[src/rtl/sle_pkg.sv]
// Shared types, sizes and codes for the serial line editor.
package sle_pkg;

  localparam int LINE_DEPTH = 32;
  localparam int TX_DEPTH   = 32;
  localparam int Q_DEPTH    = 2;

  localparam int LC_W = $clog2(LINE_DEPTH + 1);
  localparam int LI_W = $clog2(LINE_DEPTH);
  localparam int TC_W = $clog2(TX_DEPTH + 1);
  localparam int TI_W = $clog2(TX_DEPTH);
  localparam int QC_W = $clog2(Q_DEPTH + 1);
  localparam int QI_W = $clog2(Q_DEPTH);

  typedef logic [7:0]      char_t;
  typedef logic [LC_W-1:0] line_cnt_t;
  typedef logic [LI_W-1:0] line_idx_t;
  typedef logic [TC_W-1:0] tx_cnt_t;
  typedef logic [TI_W-1:0] tx_idx_t;

  localparam char_t CH_BS  = 8'd8;
  localparam char_t CH_DEL = 8'd127;
  localparam char_t CH_CR  = 8'd13;
  localparam char_t CH_LF  = 8'd10;

  localparam line_cnt_t LINE_FULL = LC_W'(LINE_DEPTH);
  localparam tx_cnt_t   TX_FULL   = TC_W'(TX_DEPTH);

  typedef enum logic [1:0] {
    CMD_RX   = 2'd0,
    CMD_READ = 2'd1,
    CMD_TXWR = 2'd2,
    CMD_TAKE = 2'd3
  } cmd_t;

  typedef enum logic [2:0] {
    OP_RX_EDIT = 3'd0,
    OP_RX_CHAR = 3'd1,
    OP_RX_CR   = 3'd2,
    OP_READ    = 3'd3,
    OP_TX_WR   = 3'd4,
    OP_TX_TAKE = 3'd5
  } op_t;

  typedef enum logic [1:0] {
    ST_OK      = 2'd0,
    ST_REFUSED = 2'd1,
    ST_FULL    = 2'd2,
    ST_EMPTY   = 2'd3
  } status_t;

  typedef struct packed {
    op_t   op;
    char_t data;
  } item_t;

endpackage

[src/rtl/sle_ifs.sv]
// Valid/ready channel interfaces for command items and result items.
interface sle_in_if;
  logic         valid;
  logic         ready;
  logic [1:0]   cmd;
  logic [7:0]   data;

  modport source (output valid, output cmd, output data, input ready);
  modport sink   (input valid, input cmd, input data, output ready);
endinterface

interface sle_out_if;
  logic         valid;
  logic         ready;
  logic [1:0]   status;
  logic [7:0]   out_char;
  logic         last;
  logic         line_ready;
  logic [5:0]   line_count;
  logic [5:0]   tx_fill;

  modport source (output valid, output status, output out_char, output last,
                  output line_ready, output line_count, output tx_fill, input ready);
  modport sink   (input valid, input status, input out_char, input last,
                  input line_ready, input line_count, input tx_fill, output ready);
endinterface

[src/rtl/sle_front.sv]
// Input stage: accepts command items and classifies them into operations.
module sle_front (
  input  logic          clk,
  input  logic          rst_n,
  sle_in_if.sink        in_if,
  output logic          push_valid,
  output sle_pkg::item_t push_item,
  input  logic          push_ready
);
  import sle_pkg::*;

  logic  valid_r, valid_nxt;
  item_t item_r, item_nxt;
  logic  take;

  assign in_if.ready = !valid_r || push_ready;
  assign take        = in_if.valid && in_if.ready;
  assign push_valid  = valid_r;
  assign push_item   = item_r;

  always_comb begin
    valid_nxt = valid_r;
    item_nxt  = item_r;
    if (push_ready) begin
      valid_nxt = 1'b0;
    end
    if (take) begin
      valid_nxt     = 1'b1;
      item_nxt.data = in_if.data;
      case (cmd_t'(in_if.cmd))
        CMD_RX: begin
          if (in_if.data == CH_BS || in_if.data == CH_DEL) begin
            item_nxt.op = OP_RX_EDIT;
          end else if (in_if.data == CH_CR) begin
            item_nxt.op = OP_RX_CR;
          end else begin
            item_nxt.op = OP_RX_CHAR;
          end
        end
        CMD_READ: item_nxt.op = OP_READ;
        CMD_TXWR: item_nxt.op = OP_TX_WR;
        CMD_TAKE: item_nxt.op = OP_TX_TAKE;
        default:  item_nxt.op = OP_TX_TAKE;
      endcase
    end
  end

  always_ff @(posedge clk) begin
    if (!rst_n) begin
      valid_r <= 1'b0;
    end else begin
      valid_r <= valid_nxt;
    end
    item_r <= item_nxt;
  end

endmodule

[src/rtl/sle_queue.sv]
// Short FIFO of classified items between the front and back stages.
module sle_queue (
  input  logic           clk,
  input  logic           rst_n,
  input  logic           push_valid,
  input  sle_pkg::item_t push_item,
  output logic           push_ready,
  output logic           pop_valid,
  output sle_pkg::item_t pop_item,
  input  logic           pop_ready
);
  import sle_pkg::*;

  item_t           slots_r [Q_DEPTH];
  logic [QI_W-1:0] wr_r, wr_nxt;
  logic [QI_W-1:0] rd_r, rd_nxt;
  logic [QC_W-1:0] cnt_r, cnt_nxt;
  logic            do_push, do_pop;

  assign push_ready = cnt_r != QC_W'(Q_DEPTH);
  assign pop_valid  = cnt_r != '0;
  assign pop_item   = slots_r[rd_r];
  assign do_push    = push_valid && push_ready;
  assign do_pop     = pop_valid && pop_ready;

  always_comb begin
    wr_nxt  = wr_r;
    rd_nxt  = rd_r;
    cnt_nxt = cnt_r;
    if (do_push) begin
      wr_nxt = (wr_r == QI_W'(Q_DEPTH - 1)) ? '0 : wr_r + QI_W'(1);
    end
    if (do_pop) begin
      rd_nxt = (rd_r == QI_W'(Q_DEPTH - 1)) ? '0 : rd_r + QI_W'(1);
    end
    case ({do_push, do_pop})
      2'b10:   cnt_nxt = cnt_r + QC_W'(1);
      2'b01:   cnt_nxt = cnt_r - QC_W'(1);
      default: cnt_nxt = cnt_r;
    endcase
  end

  always_ff @(posedge clk) begin
    if (!rst_n) begin
      wr_r  <= '0;
      rd_r  <= '0;
      cnt_r <= '0;
    end else begin
      wr_r  <= wr_nxt;
      rd_r  <= rd_nxt;
      cnt_r <= cnt_nxt;
    end
    if (do_push) begin
      slots_r[wr_r] <= push_item;
    end
  end

endmodule

[src/rtl/sle_back.sv]
// Execution stage: line buffer, transmit ring and registered result item.
module sle_back (
  input  logic           clk,
  input  logic           rst_n,
  input  logic           pop_valid,
  input  sle_pkg::item_t pop_item,
  output logic           pop_ready,
  sle_out_if.source      out_if
);
  import sle_pkg::*;

  char_t     line_store_r [LINE_DEPTH];
  char_t     tx_ring_r [TX_DEPTH];
  line_cnt_t len_r, len_nxt;
  line_cnt_t rp_r, rp_nxt;
  logic      done_r, done_nxt;
  tx_idx_t   head_r, head_nxt;
  tx_cnt_t   cnt_r, cnt_nxt;

  logic      out_valid_r, out_valid_nxt;
  status_t   status_r, status_nxt;
  char_t     ochar_r, ochar_nxt;
  logic      last_r, last_nxt;
  logic      fire;

  logic      store_we;
  logic      ring_we0, ring_we1;
  tx_idx_t   tail0, tail1;
  line_cnt_t rp_inc;

  function automatic tx_idx_t tx_wrap(input logic [TC_W:0] s);
    logic [TC_W:0] r;
    r = (s >= (TC_W + 1)'(TX_DEPTH)) ? s - (TC_W + 1)'(TX_DEPTH) : s;
    return TI_W'(r);
  endfunction

  assign pop_ready = !out_valid_r || out_if.ready;
  assign fire      = pop_valid && pop_ready;
  assign tail0     = tx_wrap((TC_W + 1)'(head_r) + (TC_W + 1)'(cnt_r));
  assign tail1     = tx_wrap((TC_W + 1)'(tail0) + (TC_W + 1)'(1));
  assign rp_inc    = rp_r + LC_W'(1);

  always_comb begin
    len_nxt    = len_r;
    rp_nxt     = rp_r;
    done_nxt   = done_r;
    head_nxt   = head_r;
    cnt_nxt    = cnt_r;
    status_nxt = ST_OK;
    ochar_nxt  = '0;
    last_nxt   = 1'b0;
    store_we   = 1'b0;
    ring_we0   = 1'b0;
    ring_we1   = 1'b0;
    if (fire) begin
      case (pop_item.op)
        OP_RX_EDIT, OP_RX_CHAR, OP_RX_CR: begin
          if (done_r) begin
            status_nxt = ST_REFUSED;
          end else begin
            if (pop_item.op == OP_RX_EDIT) begin
              if (len_r != '0) begin
                len_nxt = len_r - LC_W'(1);
              end
            end else if (len_r < LINE_FULL) begin
              store_we = 1'b1;
              len_nxt  = len_r + LC_W'(1);
            end else begin
              status_nxt = ST_FULL;
            end
            // echo, plus line feed after carriage return when room remains
            if (cnt_r < TX_FULL) begin
              ring_we0 = 1'b1;
              cnt_nxt  = cnt_r + TC_W'(1);
              if (pop_item.op == OP_RX_CR && cnt_r + TC_W'(1) < TX_FULL) begin
                ring_we1 = 1'b1;
                cnt_nxt  = cnt_r + TC_W'(2);
              end
            end
            if (len_nxt >= LINE_FULL || pop_item.op == OP_RX_CR) begin
              done_nxt = 1'b1;
            end
          end
        end
        OP_READ: begin
          if (rp_r < len_r) begin
            ochar_nxt = line_store_r[rp_r[LI_W-1:0]];
            rp_nxt    = rp_inc;
            if (rp_inc == len_r) begin
              last_nxt = 1'b1;
              len_nxt  = '0;
              rp_nxt   = '0;
              done_nxt = 1'b0;
            end
          end else begin
            status_nxt = ST_EMPTY;
            len_nxt    = '0;
            rp_nxt     = '0;
            done_nxt   = 1'b0;
          end
        end
        OP_TX_WR: begin
          if (cnt_r < TX_FULL) begin
            ring_we0 = 1'b1;
            cnt_nxt  = cnt_r + TC_W'(1);
          end else begin
            status_nxt = ST_FULL;
          end
        end
        OP_TX_TAKE: begin
          if (cnt_r != '0) begin
            ochar_nxt = tx_ring_r[head_r];
            head_nxt  = tx_wrap((TC_W + 1)'(head_r) + (TC_W + 1)'(1));
            cnt_nxt   = cnt_r - TC_W'(1);
          end else begin
            status_nxt = ST_EMPTY;
          end
        end
        default: status_nxt = ST_OK;
      endcase
    end
  end

  always_comb begin
    out_valid_nxt = out_valid_r;
    if (out_if.ready) begin
      out_valid_nxt = 1'b0;
    end
    if (fire) begin
      out_valid_nxt = 1'b1;
    end
  end

  always_ff @(posedge clk) begin
    if (!rst_n) begin
      len_r       <= '0;
      rp_r        <= '0;
      done_r      <= 1'b0;
      head_r      <= '0;
      cnt_r       <= '0;
      out_valid_r <= 1'b0;
    end else begin
      len_r       <= len_nxt;
      rp_r        <= rp_nxt;
      done_r      <= done_nxt;
      head_r      <= head_nxt;
      cnt_r       <= cnt_nxt;
      out_valid_r <= out_valid_nxt;
    end
    if (fire) begin
      status_r <= status_nxt;
      ochar_r  <= ochar_nxt;
      last_r   <= last_nxt;
    end
    if (store_we) begin
      line_store_r[len_r[LI_W-1:0]] <= pop_item.data;
    end
    if (ring_we0) begin
      tx_ring_r[tail0] <= pop_item.data;
    end
    if (ring_we1) begin
      tx_ring_r[tail1] <= CH_LF;
    end
  end

  assign out_if.valid      = out_valid_r;
  assign out_if.status     = status_r;
  assign out_if.out_char   = ochar_r;
  assign out_if.last       = last_r;
  assign out_if.line_ready = done_r;
  assign out_if.line_count = 6'(len_r);
  assign out_if.tx_fill    = 6'(cnt_r);

endmodule

[src/rtl/serial_line_editor_with_echo_core.sv]
// Top level of the serial line editor with echo.
// Usage:
//   in_if  carries command items (cmd, data) on valid/ready. cmd selects a
//          received character, a line character read, a software write to
//          the transmit ring, or a take by the transmitter.
//   out_if returns exactly one result item per command item, in order:
//          status, out_char, last, and the line and ring fill after it.
// Timing:
//   One item per cycle sustained while out_if.ready is high. An accepted item
//   reaches out_if through the front register, the queue and the result register.
//   The line buffer and ring update in the back stage as it takes each item.
// Stall:
//   A stalled out_if holds its result; the two-entry queue and the front
//   register absorb further items before in_if.ready drops.
// Reset:
//   Synchronous, active low. Line empty, no line pending, ring empty.
//   Buffer contents are not cleared.
module serial_line_editor_with_echo_core (
  input  logic      clk,
  input  logic      rst_n,
  sle_in_if.sink    in_if,
  sle_out_if.source out_if
);
  import sle_pkg::*;

  logic  f_valid, f_ready;
  item_t f_item;
  logic  q_valid, q_ready;
  item_t q_item;

  sle_front u_front (
    .clk        (clk),
    .rst_n      (rst_n),
    .in_if      (in_if),
    .push_valid (f_valid),
    .push_item  (f_item),
    .push_ready (f_ready)
  );

  sle_queue u_queue (
    .clk        (clk),
    .rst_n      (rst_n),
    .push_valid (f_valid),
    .push_item  (f_item),
    .push_ready (f_ready),
    .pop_valid  (q_valid),
    .pop_item   (q_item),
    .pop_ready  (q_ready)
  );

  sle_back u_back (
    .clk       (clk),
    .rst_n     (rst_n),
    .pop_valid (q_valid),
    .pop_item  (q_item),
    .pop_ready (q_ready),
    .out_if    (out_if)
  );

endmodule
[src/flat_wrapper.sv]
// flat-port wrapper written by rule: the top's interface ports become plain ports
module serial_line_editor_with_echo_core_flat import sle_pkg::*;
  (clk, rst_n, in_if_valid, in_if_cmd, in_if_data, in_if_ready, out_if_valid, out_if_status, out_if_out_char, out_if_last, out_if_line_ready, out_if_line_count, out_if_tx_fill, out_if_ready);
  sle_in_if in_if_i ();
  sle_out_if out_if_i ();
  input  logic clk;
  input  logic rst_n;
  input wire logic [$bits(in_if_i.valid)-1:0] in_if_valid;
  input wire logic [$bits(in_if_i.cmd)-1:0] in_if_cmd;
  input wire logic [$bits(in_if_i.data)-1:0] in_if_data;
  output wire logic [$bits(in_if_i.ready)-1:0] in_if_ready;
  output wire logic [$bits(out_if_i.valid)-1:0] out_if_valid;
  output wire logic [$bits(out_if_i.status)-1:0] out_if_status;
  output wire logic [$bits(out_if_i.out_char)-1:0] out_if_out_char;
  output wire logic [$bits(out_if_i.last)-1:0] out_if_last;
  output wire logic [$bits(out_if_i.line_ready)-1:0] out_if_line_ready;
  output wire logic [$bits(out_if_i.line_count)-1:0] out_if_line_count;
  output wire logic [$bits(out_if_i.tx_fill)-1:0] out_if_tx_fill;
  input wire logic [$bits(out_if_i.ready)-1:0] out_if_ready;
  assign in_if_i.valid = in_if_valid;
  assign in_if_i.cmd = in_if_cmd;
  assign in_if_i.data = in_if_data;
  assign in_if_ready = in_if_i.ready;
  assign out_if_valid = out_if_i.valid;
  assign out_if_status = out_if_i.status;
  assign out_if_out_char = out_if_i.out_char;
  assign out_if_last = out_if_i.last;
  assign out_if_line_ready = out_if_i.line_ready;
  assign out_if_line_count = out_if_i.line_count;
  assign out_if_tx_fill = out_if_i.tx_fill;
  assign out_if_i.ready = out_if_ready;
  serial_line_editor_with_echo_core u_core (.clk(clk), .rst_n(rst_n), .in_if(in_if_i), .out_if(out_if_i));
endmodule
[config.mk]
export PLATFORM = sky130hd
export DESIGN_NAME = serial_line_editor_with_echo_core_flat
export DESIGN_NICKNAME = d
export VERILOG_FILES = /design/src/rtl/sle_pkg.sv /design/src/rtl/sle_ifs.sv /design/src/rtl/sle_front.sv /design/src/rtl/sle_queue.sv /design/src/rtl/sle_back.sv /design/src/rtl/serial_line_editor_with_echo_core.sv /design/src/flat_wrapper.sv
export SDC_FILE = /design/constraint.sdc
export NUM_CORES = 1
export LEC_CHECK = 0
export BUFFER_PORTS_ARGS = -buffer_cell sky130_fd_sc_hd__clkbuf_2
export CAP_MARGIN = 20
export CELL_PAD_IN_SITES_DETAIL_PLACEMENT = 1
export CELL_PAD_IN_SITES_GLOBAL_PLACEMENT = 2
export CORE_ASPECT_RATIO = 0.75
export CORE_UTILIZATION = 45
export DETAILED_ROUTE_END_ITERATION = 10
export GPL_TIMING_DRIVEN = 0
export HOLD_SLACK_MARGIN = 0.1
export MAX_ROUTING_LAYER = met4
export PLACE_DENSITY_LB_ADDON = 0.1
export SLEW_MARGIN = 25
export SYNTH_ARGS = -nofsm -noshare
export SYNTH_HDL_FRONTEND = slang
export SYNTH_SLANG_ARGS = --single-unit
export TNS_END_PERCENT = 10
[constraint.sdc]
create_clock -name clk -period 3.4 [get_ports clk]
set_clock_uncertainty 0.15 [all_clocks]
set_input_delay 0.51 -clock clk [delete_from_list [all_inputs] [get_ports clk]]
set_output_delay 0.51 -clock clk [all_outputs]
set_load 0.005 [all_outputs]
Word-level counts from Yosys, hierarchy flattened:

Memories as Yosys holds them, arrays and structs flattened. A register that Yosys moved wholly into a read port is not among the register bits.
Index checks and enable logic that the tools add are counted.
Widths: inputs -> output; s select.

* add/subtract/negate cells: 16
* reductions and logical operators: 27
* order comparisons: 8
* muxes and demuxes: 75
* equality and inequality tests: 20

Operator list (count)
* $mux 6: 16
* $mux 5: 7
* $mux 1: 34
* $add 6x1->6 const B: 3
* $ge 6x6->1 const B: 3
* $lt 6x6->1 const B: 3
* $pmux 6 s3: 1
* $eq 8x4->1 const B: 2
* $mux 2: 8
* $mux 8: 2
* $pmux 8 s2: 1
* $sub 5x1->5 const B: 3
* $add 5x1->6 const B: 2
* $pmux 3 s4: 1
* $pmux 6 s2: 1
* $reduce_bool 6->1: 2
* $sub 6x1->6 const B: 2
* $ne 2x2->1 const B: 5
* $reduce_bool 2->1: 5
* $eq 8x7->1 const B: 1
* $pmux 2 s4: 1
* $add 5x6->7: 1
* $ge 7x6->1 const B: 1
* $add 6x2->6 const B: 1
* 24 further kinds: 40

* register bits: 52
* bits of input ports: 14
* word-level logic and storage cells: 164
* memories: 3
* bits in writable memories: 534

Memory list
* u_core.u_back.line_store_r: words 32, width 8, read ports 1, clocked after memory_dff 1, write ports 1, RTL line sle_back.sv:12 `char_t line_store_r [LINE_DEPTH];`
* u_core.u_back.tx_ring_r: words 32, width 8, read ports 1, clocked after memory_dff 1, write ports 2, RTL line sle_back.sv:13 `char_t tx_ring_r [TX_DEPTH];`
* u_core.u_queue.slots_r: words 2, width 11, read ports 1, clocked after memory_dff 1, write ports 1, RTL line sle_queue.sv:14 `item_t slots_r [Q_DEPTH];`

Longest topological paths before layout:

* depth in word-level cells: 11
* gate-level depth with buffers: 10
* mapped depth without buffers: 8

By module:

From an unflattened synthesis, not the netlist that was laid out.

* cells, all modules: 1909
* area total of the unflattened synthesis: 25713.4 um^2

Modules (own cells, without submodules)
* sle_back: times used 1, area each 24230.7 um^2, cells each 1825, seq. area each 13843.3 um^2
* sle_queue: times used 1, area each 1024.7 um^2, cells each 58, seq. area each 760.7 um^2
* sle_front: times used 1, area each 457.9 um^2, cells each 26, seq. area each 350.3 um^2

Worst setup path before layout:

No wires, ideal clock.

* path kind: register -> register
* from: reg u_core.u_back.cnt_r[0] (netlist: u_core.u_back.out_if.tx_fill[0])
* to: mem u_core.u_back.tx_ring_r[7][1] (netlist name)
* clock period less this slack: 3.173 ns
* data arrival time: 2.905 ns
* required time: 3.132 ns
* path slack: 0.227 ns
* buffers on the path: 2
* setup time: 0.118 ns
* cell stages (with the launch flop): 11
* cell sequence: dfxtp_1 > ha_1 > fa_1 > a21o_1 > a21oi_1 > xor2_2 > buf_2 > nor3_1 > buf_2 > mux2i_1 > nand2_1

RTL lines
* from (decl): RTL line sle_back.sv:18 `tx_cnt_t cnt_r, cnt_nxt;`
* from (signal assigned): RTL line sle_back.sv:147 `cnt_r <= cnt_nxt;`
* to (decl): RTL line sle_back.sv:13

==> flow_metrics.env <==
export IMPL_antenna_found_initial=7
export IMPL_dieArea_um2=57900
export IMPL_synth_fp_nets=1956
export IMPL_crit_path_start_kind="flip-flop"
export IMPL_drc=0
export IMPL_setup_viol=97
export IMPL_start_util=0.457
export IMPL_io_buffers=39
export IMPL_grt_first_pass_wirelength_mm=120
export IMPL_maxCapViolCount=0
export IMPL_crit_arrival_ns=3.61
export IMPL_wl_per_cell_um=28.7
export IMPL_avgSynthCellArea_um2=13.4
export IMPL_maxSlewViolCount=0
export IMPL_setup_slack_ns=-0.130
export IMPL_worstSetupPathType="flip-flop to flip-flop"
export IMPL_cp_required_ns=3.48
export IMPL_synthArstFlopShare=0
export IMPL_synth_seq_area_share=0.584
export IMPL_violations="setup timing"
export IMPL_vias=17600
export IMPL_fin_crit_sh=1.04
export IMPL_synth_area_top_cells="edfxtp_1, dfxtp_1, mux4_2"
export IMPL_clk_path_buf_depth=3
export IMPL_grt_overflow_total=0
export IMPL_design_area_um2=30200
export IMPL_synth_seq_cells=597
export IMPL_grt_use_total=0.291
export IMPL_n_fill_cell=5493
export IMPL_outcome="complete, but fails checks"
export IMPL_cts_root_buffer_cell="clkbuf_16"
export IMPL_synth_common_cells="edfxtp_1, dfxtp_1, nor2_1"
export IMPL_numCtsBuffers=61
export IMPL_slew_headroom=0.346
export IMPL_tightest_slew_ns=0.981
export IMPL_detail_route_antenna_nets=0
export IMPL_synth_most_common_cell="edfxtp_1"
export IMPL_hold_path_class="input pin to flip-flop"
export IMPL_synth_cells=1917
export IMPL_min_period_ns=3.53
export IMPL_clock_latency_ns=0.66
export IMPL_ys_types=72
export IMPL_leakage_uw=0.00982
export IMPL_placement_cell_area_um2=26800
export IMPL_htree_levels=2
export IMPL_drive_gt1_frac=0.264
export IMPL_grt_max_degree=33
export IMPL_yosysWarnings=0
export IMPL_row_count=75
export IMPL_clkSlewWorstSetupHoldPaths_ns=0.07
export IMPL_end_kind="flip-flop"
export IMPL_num_nets_final=2103
export IMPL_dieWidth_um=278
export IMPL_whs_ns=0.138
export IMPL_grt_setup_unrepaired="yes"
export IMPL_vdd_drop_max_mv=0.376
export IMPL_synth_flop_cell="edfxtp_1"
export IMPL_p_total_uw=19800
export IMPL_routed_wirelength_mm=81.7
export IMPL_hold_viol=0
export IMPL_synth_area_leader_cell="edfxtp_1"
export IMPL_grt_pass1_vias=17600
export IMPL_synth_top_area_frac=0.352
export IMPL_clock_sinks=597
export IMPL_cts_tree="yes"
export IMPL_p_per_area_nw_per_um2=655
export IMPL_fmax_mhz=283
export IMPL_io_pins=40
export IMPL_firstDrtPassIters=5
export IMPL_first_iter_violations=1551
export IMPL_dp_hpwl_mm=57.5
export IMPL_area_growth_pct=17.9
export IMPL_worstPathMaxFanout=32
export IMPL_gp_congestion=0.906
export IMPL_coreArea_um2=56100
export IMPL_syn_area_um2=25600
export IMPL_synth_edf_count=300
export IMPL_die_h_um=209
export IMPL_via_per_inst=6.16
==> area by class of cell <==
cell class | instances | area [um2] | area share
multi-input cells | 1168 | 10800 | 0.358
repair inverters | 4 | 30.0 | 0.000994
flip-flops and latches | 597 | 15000 | 0.495
inverters | 20 | 91.3 | 0.00302
plain buffers | 130 | 684 | 0.0227
well taps | 731 | 915 | 0.0303
clock buffers | 86 | 1730 | 0.0574
diodes | 4 | 10.0 | 0.000331
clock inverters | 29 | 339 | 0.0112
repair buffers | 82 | 637 | 0.0211
==> metrics by stage <==
step	TNS (ns)	std cells	setup WS (ns)	utilization
floorplan	0	1917	0.227	-
global placement	-647.38	2687	-1.36	0.476
detailed placement	-560.21	2690	-1.25	0.478
CTS	-12.01	2830	-0.109	0.532
global route	-25.82	2851	-0.243	0.538
finish	-8.48	2851	-0.130	0.538
==> sequential cells by signal, summed over array words and instances (netlist names), 2 cells and up, named ones only <==
name	count
u_core.u_front.push_item	11
u_core.u_back.tx_ring_r	256
u_core.u_queue.slots_r	22
u_core.u_back.out_if.status	2
u_core.u_back.rp_r	6
u_core.u_back.head_r	5
u_core.u_back.line_store_r	256
u_core.u_back.out_if.out_char	8
u_core.u_queue.cnt_r	2
u_core.u_back.out_if.line_count	6
u_core.u_back.out_if.tx_fill	6
==> cells by family (layout without fill, tap and decap cells) <==
logic type                 Yosys count  after routing  share of synthesized area
DFF                                597            597                      0.584
and+or+nand+nor                    520            520                      0.101
AOI/OAI and AO/OA                  358            358                     0.0996
muxes                              240            240                      0.169
buffers and inverters              152            351                     0.0245
adders and majority gates           25             25                     0.0125
xor gates and xnor gates            25             25                    0.00913
other                                0              4                          0
==> per-layer routing <==
layer	GRT usage	wire length (um)
met1	0.438	39000
met2	0.396	34200
met3	0.0718	7020
met4	0.0602	1380
met5	-	0
==> cell usage in the layout (no fill, tap or decap), types with 11 or more instances in the layout <==
master | Yosys | layout
nor2_4 | 0 | 48
nand2_1 | 47 | 41
buf_4 | 0 | 30
nor2b_1 | 27 | 27
nor3_4 | 0 | 34
dfxtp_1 | 297 | 293
mux4_2 | 154 | 154
nand4_1 | 16 | 16
edfxtp_1 | 300 | 300
clkbuf_2 | 0 | 61
inv_1 | 18 | 14
ha_1 | 24 | 24
a211oi_1 | 195 | 195
nand3_1 | 17 | 13
mux2i_1 | 78 | 73
clkinvlp_4 | 0 | 11
clkbuf_1 | 68 | 56
nor3_1 | 26 | 14
xor2_1 | 11 | 11
a211o_1 | 24 | 24
nor2_1 | 287 | 232
xnor2_1 | 12 | 11
dlygate4sd3_1 | 0 | 13
buf_2 | 46 | 33
clkbuf_8 | 0 | 11
clkbuf_16 | 0 | 61
clkbuf_4 | 0 | 14
o21ai_0 | 56 | 55
a21oi_1 | 27 | 26
==> critical path, cell delays in order (launching register included) <==
cell	delay, ns
dfxtp_1	0.30
buf_2	0.17
buf_2	0.25
buf_2	0.38
mux2i_2	0.81
clkbuf_2	0.52
inv_1	0.53
==> timing repair <==
action,4_1_cts,5_1_grt
gates resized for setup,189,57
endpoints found under the hold margin,13,0
pin swaps,11,20
endpoints found under the setup margin,710,547
setup buffers,10,17
cloned,4,0
hold buffers,13,0
==> worst paths after layout <==
path | start | to | slack, ns | cells past startpoint
min reg2reg | u_core.u_front.push_item[2] | u_core.u_queue.slots_r[1][2] | 0.31 | 0
max | flip-flop | u_core.u_back.line_store_r[19][5] | -0.13 | 6
max reg2reg | flip-flop | u_core.u_back.line_store_r[19][5] | -0.13 | 6
min | rst_n | u_core.u_back.out_if.tx_fill[1] | 0.14 | 3
==> report_power, final <==
| group | total, uW | leakage [uW] | internal [uW] | switching (uW) |
|---|---|---|---|---|
| clock network | 6970 | 0.00101 | 3960 | 3010 |
| logic | 4090 | 0.00369 | 1360 | 2740 |
| registers | 8720 | 0.00512 | 8360 | 355 |
| total | 19800 | 0.00982 | 13700 | 6100 |
No activity file was read; power rests on OpenSTA's default activity.
